--- src/lab_pkg.sv ---
package lab_pkg;

	localparam int COORD_W  = 16;
	localparam int UNIT_W   = 16;
	localparam int UNIT_ONE = 16384;

	typedef logic signed [COORD_W-1:0] coord_t;
	typedef logic signed [UNIT_W-1:0]  unit_t;
	typedef logic [1:0]                cfg_addr_t;

	typedef enum logic [1:0] {
		CFG_UP_X = 2'd0,
		CFG_UP_Y = 2'd1,
		CFG_UP_Z = 2'd2
	} cfg_idx_t;

	typedef struct packed {
		coord_t eye_x;
		coord_t eye_y;
		coord_t eye_z;
		coord_t target_x;
		coord_t target_y;
		coord_t target_z;
	} src_t;

	typedef struct packed {
		unit_t right_x;
		unit_t right_y;
		unit_t right_z;
		unit_t ortho_up_x;
		unit_t ortho_up_y;
		unit_t ortho_up_z;
		unit_t fwd_x;
		unit_t fwd_y;
		unit_t fwd_z;
		logic  degenerate;
	} res_t;

endpackage

--- src/lab_cross.sv ---
module lab_cross #(
	parameter int A_W   = 16,
	parameter int B_W   = 16,
	parameter int TAG_W = 1
) (
	input  logic                     clk,
	input  logic                     arst_n,
	input  logic                     en,
	input  logic                     valid,
	input  logic signed [A_W-1:0]    ax,
	input  logic signed [A_W-1:0]    ay,
	input  logic signed [A_W-1:0]    az,
	input  logic signed [B_W-1:0]    bx,
	input  logic signed [B_W-1:0]    by,
	input  logic signed [B_W-1:0]    bz,
	input  logic [TAG_W-1:0]         tag,
	output logic                     c_valid,
	output logic signed [A_W+B_W:0]  cx,
	output logic signed [A_W+B_W:0]  cy,
	output logic signed [A_W+B_W:0]  cz,
	output logic [TAG_W-1:0]         c_tag
);
	import lab_pkg::*;

	localparam int PW = A_W + B_W;

	logic signed [PW-1:0] p_s1 [6];
	logic [TAG_W-1:0]     tag_s1;
	logic signed [PW:0]   c_s2 [3];
	logic [TAG_W-1:0]     tag_s2;
	logic [2:1]           vld_s;

	always_ff @(posedge clk or negedge arst_n) begin
		if (!arst_n) begin
			vld_s <= '0;
		end else if (en) begin
			vld_s <= {vld_s[1], valid};
		end
	end

	always_ff @(posedge clk) begin
		if (en) begin
			p_s1[0] <= ay * bz;
			p_s1[1] <= az * by;
			p_s1[2] <= az * bx;
			p_s1[3] <= ax * bz;
			p_s1[4] <= ax * by;
			p_s1[5] <= ay * bx;
			tag_s1  <= tag;
			c_s2[0] <= (PW+1)'(p_s1[0]) - (PW+1)'(p_s1[1]);
			c_s2[1] <= (PW+1)'(p_s1[2]) - (PW+1)'(p_s1[3]);
			c_s2[2] <= (PW+1)'(p_s1[4]) - (PW+1)'(p_s1[5]);
			tag_s2  <= tag_s1;
		end
	end

	assign c_valid = vld_s[2];
	assign cx      = c_s2[0];
	assign cy      = c_s2[1];
	assign cz      = c_s2[2];
	assign c_tag   = tag_s2;

endmodule

--- config.mk ---
export PLATFORM = sky130hd
export DESIGN_NAME = lab_cross
export DESIGN_NICKNAME = d
export VERILOG_FILES = /design/src/lab_pkg.sv /design/src/lab_cross.sv
export SDC_FILE = /design/constraint.sdc
export NUM_CORES = 2
export LEC_CHECK = 0
export ABC_AREA = 1
export BUFFER_PORTS_ARGS = -buffer_cell sky130_fd_sc_hd__buf_2
export CELL_PAD_IN_SITES_DETAIL_PLACEMENT = 0
export CELL_PAD_IN_SITES_GLOBAL_PLACEMENT = 2
export CORE_ASPECT_RATIO = 1.75
export CORE_MARGIN = 1
export CORE_UTILIZATION = 36
export CTS_BUF_LIST = sky130_fd_sc_hd__clkbuf_4
export DETAILED_ROUTE_END_ITERATION = 12
export PLACE_DENSITY_LB_ADDON = 0.1
export SLEW_MARGIN = 20
export SYNTH_ARGS = -nofsm -noshare
export SYNTH_HDL_FRONTEND = slang
export SYNTH_SLANG_ARGS = --single-unit
--- constraint.sdc ---
create_clock -name clk -period 2 [get_ports clk]
set_input_delay 0 -clock clk [delete_from_list [all_inputs] [get_ports clk]]
set_output_delay 0 -clock clk [all_outputs]
set_load 0.005 [all_outputs]
== Yosys cells after proc, flatten, opt, wreduce, memory -nomap -nowiden ==
Memory sizes are Yosys's and may differ from the RTL's.
Index checks and enable logic that the tools add are counted.

* Bits in registers: 4
* RAM bits: 291
* Output and inout bits: 101
* Word-level logic and storage cells: 16
* Memories: 2

{| class="wikitable"
|+ Memory list
! name !! words !! bits a word !! read ports !! clocked after Yosys merged registers in !! wr ports !! RTL line !! text
|-
| p_s1 || 6 || 32 || 6 || 0 || 6 || lab_cross.sv:27 || <nowiki>logic signed [PW-1:0] p_s1 [6];</nowiki>
|-
| c_s2 || 3 || 33 || 3 || 0 || 3 || lab_cross.sv:29 || <nowiki>logic signed [PW:0] c_s2 [3];</nowiki>
|}

* $add $sub $neg: 3
* Multipliers: 6
* Mux-type cells: 2

{| class="wikitable"
|+ Operators by type and width
! kind !! number
|-
| $mul A16 B16 Y32 || 6
|-
| $sub A32 B32 Y33 || 3
|-
| $mux W1 || 2
|}

== Depth between registers and ports, before layout ==
* Word-level depth: 2
* Gate-level depth with buffers: 27
* Mapped depth without buffers: 26

== Worst setup path before layout ==
No wires, ideal clock.

* Path kind: input -> register
* From: input port ay[15]
* To: memory p_s1[5][31] in the netlist's numbering, data pin
* Setup time: 252 ps
* Arrival: 4924 ps
* Required time: 1748 ps
* Slack: -3177 ps
* Stages on the path: 22
* Buffers on the path: 1
* Cells stage by stage: clkbuf_1 > nand2_1 > inv_1 > fa_1 > fa_1 > fa_1 > fa_1 > fa_1 > inv_1 > fa_1 > inv_1 > ha_1 > nand2_1 > nor2_1 > inv_1 > nor2_2 > and2_1 > nand2_1 > nand2_1 > inv_1 > nand2_1 > nand2_1

{| class="wikitable"
|+ RTL lines
! element !! RTL line !! text
|-
| start, declared || lab_cross.sv:11 || <nowiki>input logic signed [A_W-1:0] ay,</nowiki>
|-
| end, declared || lab_cross.sv:27 ||
|}

==> flow_summary.toml <==
[outcome]
status = "complete, but fails checks"
violations = "setup timing"

[timing]
fin_skew_ns = 0.1221
relSlewSlack_pct = 67.00
finalWorstSetupSlack_ns = -2.297
maxSlewViolCount = 0
setup-violations-final = 233
period_minus_slack_ns = 4.297
max_freq_ghz = 0.2327
worst_pin_slew_ns = 0.4950
hold_viol = 0
rsz0062_at_grt = "yes"
fin_crit_sh_pct = 214.9

[layout]
layout_common_cells = "inv_1, nand2_1, fa_1"
register_area_sq_um = 8848
multi_input_area_sq_um = 66010
area_growth_pct = 37.11
drive_above_1_share_pct = 29.64
nFillCells = 21770
nNetsFinal = 14390
layout_commonest_cell = "inv_1"

[clocking]
cts_tree = "yes"
insertion_delay_ns = 1.08
cts.sinks = 295
numCtsBuffers = 83
cts-hold-fix-buffers = 37
clockBufferDepth = 3
htreeDepth = 3
root_buffer = "clkbuf_4"
clk_pin_slew_worst_paths_ns = 0.06

[global_routing]
antenna_found_initial = 18
overflow = 0
grt_max_degree = 60
grt_pass1_wl_um = 450700
grt_util_all_layers_pct = 26.72
grt_pass1_vias = 77460

[routing]
drc_errors = 0
num_vias = 69620
wl_per_cell_um = 19.62
drt_wl_total_um = 295600
postRouteAntennaNets = 0
drt_iter0_drc = 2664
drtPass1Iterations = 7
routed_via_density = 4.621

[logic_synthesis]
synth_top_flop_cell = "edfxtp_1"
syn_inst = 10380
syn_avg_cell_area_sq_um = 7.731
synthArstFlopShare_pct = 0.6780
synth_seq_area_share_pct = 11.03
yosysWarnings = 0
ys_types = 36
synth-seq-cells = 295
synth_edf_count = 293
synth_area_sq_um = 80220
mappedNetlistNets = 12640

[setup_path]
crit_path_cell_trace = "buf_8, buf_12, buf_12, buf_16, buf_6, nor2_4, fa_1, fa_1, fa_1, fa_2, fa_1, inv_1, fa_1, inv_2, ha_4, nand2_4, nor2_4, inv_2, nor3_2, nand2_2, inv_2, nor2_1, nand2_1, nand2_2"
path_class = "input pin to flip-flop"
start_kind = "input pin"
cp.required_ns = 2.70
cpMostUsedCell = "fa_1"
slowest_delay_ns = 0.58
crit_fanout = 7
endpoint_kind = "flip-flop"
crit_slowest_cell = "fa_1"
arrival_ns = 4.99

[floorplanning]
dieArea_sq_um = 224800
start_util_pct = 36.33
pin_count = 202
fp.dieH_um = 626.5
die_w_um = 358.8
num_rows = 228
coreArea_sq_um = 220800

[placement]
dpl.hpwl_um = 251000
place_ws_ns = -3.820
portBuffers = 201
place.gp.congestion = 0.9323

[flow_run]
max-cap-violations = 0

[hold_path]
worstHoldPathType = "input pin to flip-flop"
==> flip-flops by register name, indices dropped and copies added, names as in the netlist <==
register	count
tag_s1	1
vld_s	2
c_tag	1
c_s2	99
p_s1	192
==> per-stage QoR <==
step | std cells | util [%] | TNS, ns | hold WS [ns] | instance area [sq um]
final | 15070 | 49.81 | -322.07 | 0.006818 | 110000
after detailed placement | 14590 | 45.55 | -528.65 | -0.2127 | 100600
after floorplan | 10380 | - | -365.55 | -0.2956 | 86750
after global placement | 14590 | 45.55 | -527.58 | -0.2157 | 100600
after global routing | 15060 | 49.81 | -345.80 | -0.04637 | 110000
after CTS | 14990 | 48.95 | -308.00 | -0.06407 | 108100
==> area by class of cell <==
cell class                      instances  share of cell area [%]
Multi-Input combinational cell       6602                   60.01
Timing Repair Buffer                 1952                   16.70
Inverter                             3193                   10.95
Sequential cell                       295                   8.045
Tap cell                             2875                   3.271
Clock buffer                          104                  0.7099
Clock inverter                         35                  0.2901
Antenna cell                           10                 0.02275
==> worst max-delay path, delay by kind of cell <==
kind | cells | cell delay (ns)
and+or+nand+nor | 8 | 0.75
buffers and inverters | 9 | 0.89
adders and majority gates | 7 | 3.32
==> logic make-up after synthesis <==
kind of cell	share of synthesized area, %
and+or+nand+nor	19.40
buffers and inverters	16.28
adders and majority gates	48.48
AOI/OAI and AO/OA	2.854
DFF	11.03
xor gates and xnor gates	1.965
==> synth_stat cells (13+ instances only) <==
library cell  count  share of area (%)
nand2_1        2943                 14
nand2_2          29               0.23
o21ai_0         106               0.66
fa_1           1575                 39
inv_1          3172                 15
nand4_1          95               0.74
nand3_2          21               0.26
o21bai_1         39               0.36
xor2_1          157                1.7
nand3b_1         13               0.12
nor3_1           48               0.30
a21oi_1         251                1.6
inv_2            19              0.089
edfxtp_1        293                 11
nand3_1         243                1.5
nor2_1          342                1.6
xnor2_1          23               0.25
nor2_2           58               0.45
clkbuf_1        283                1.3
ha_1            588                9.2
==> what timing repair did <==
action | 4_1_cts | 5_1_grt
buffers inserted | 222 | 75
endpoints found under the hold margin | 319 | 1
pin swaps | 595 | 414
endpoints found under the setup margin | 234 | 245
cloned | 19 | 5
resized for setup | 1039 | 380
==> layer usage <==
layer  global-route usage (%)  vias to the layer above  routed length [um]
met2                    52.73                     1213              164000
li1                         -                    33260                   -
met3                    2.775                      585                8883
met4                    15.10                       14               20670
met5                        0                        -                  90
met1                    26.92                    34550              101900
==> worst paths after layout <==
path,startpoint,slack (ns),depth (start not counted),to
min in group asynchronous,arst_n,0.34,4,vld_s[2]$_DFFE_PN0P_
max in group asynchronous,arst_n,1.52,4,vld_s[1]$_DFFE_PN0P_
worst min register to register,tag_s1$_DFFE_PP_,0.44,0,c_tag$_DFFE_PP_
worst max-delay path,ax[7],-2.30,24,p_s1[4][31]$_DFFE_PP_
worst min-delay path,az[3],0.007,8,p_s1[2][3]$_DFFE_PP_
worst max register to register,p_s1[1][13]$_DFFE_PP_,-0.45,11,c_s2[0][18]$_DFFE_PP_
Power is not shown: default switching activity piles up to over one toggle a cycle in this logic, so the estimate is an artifact.
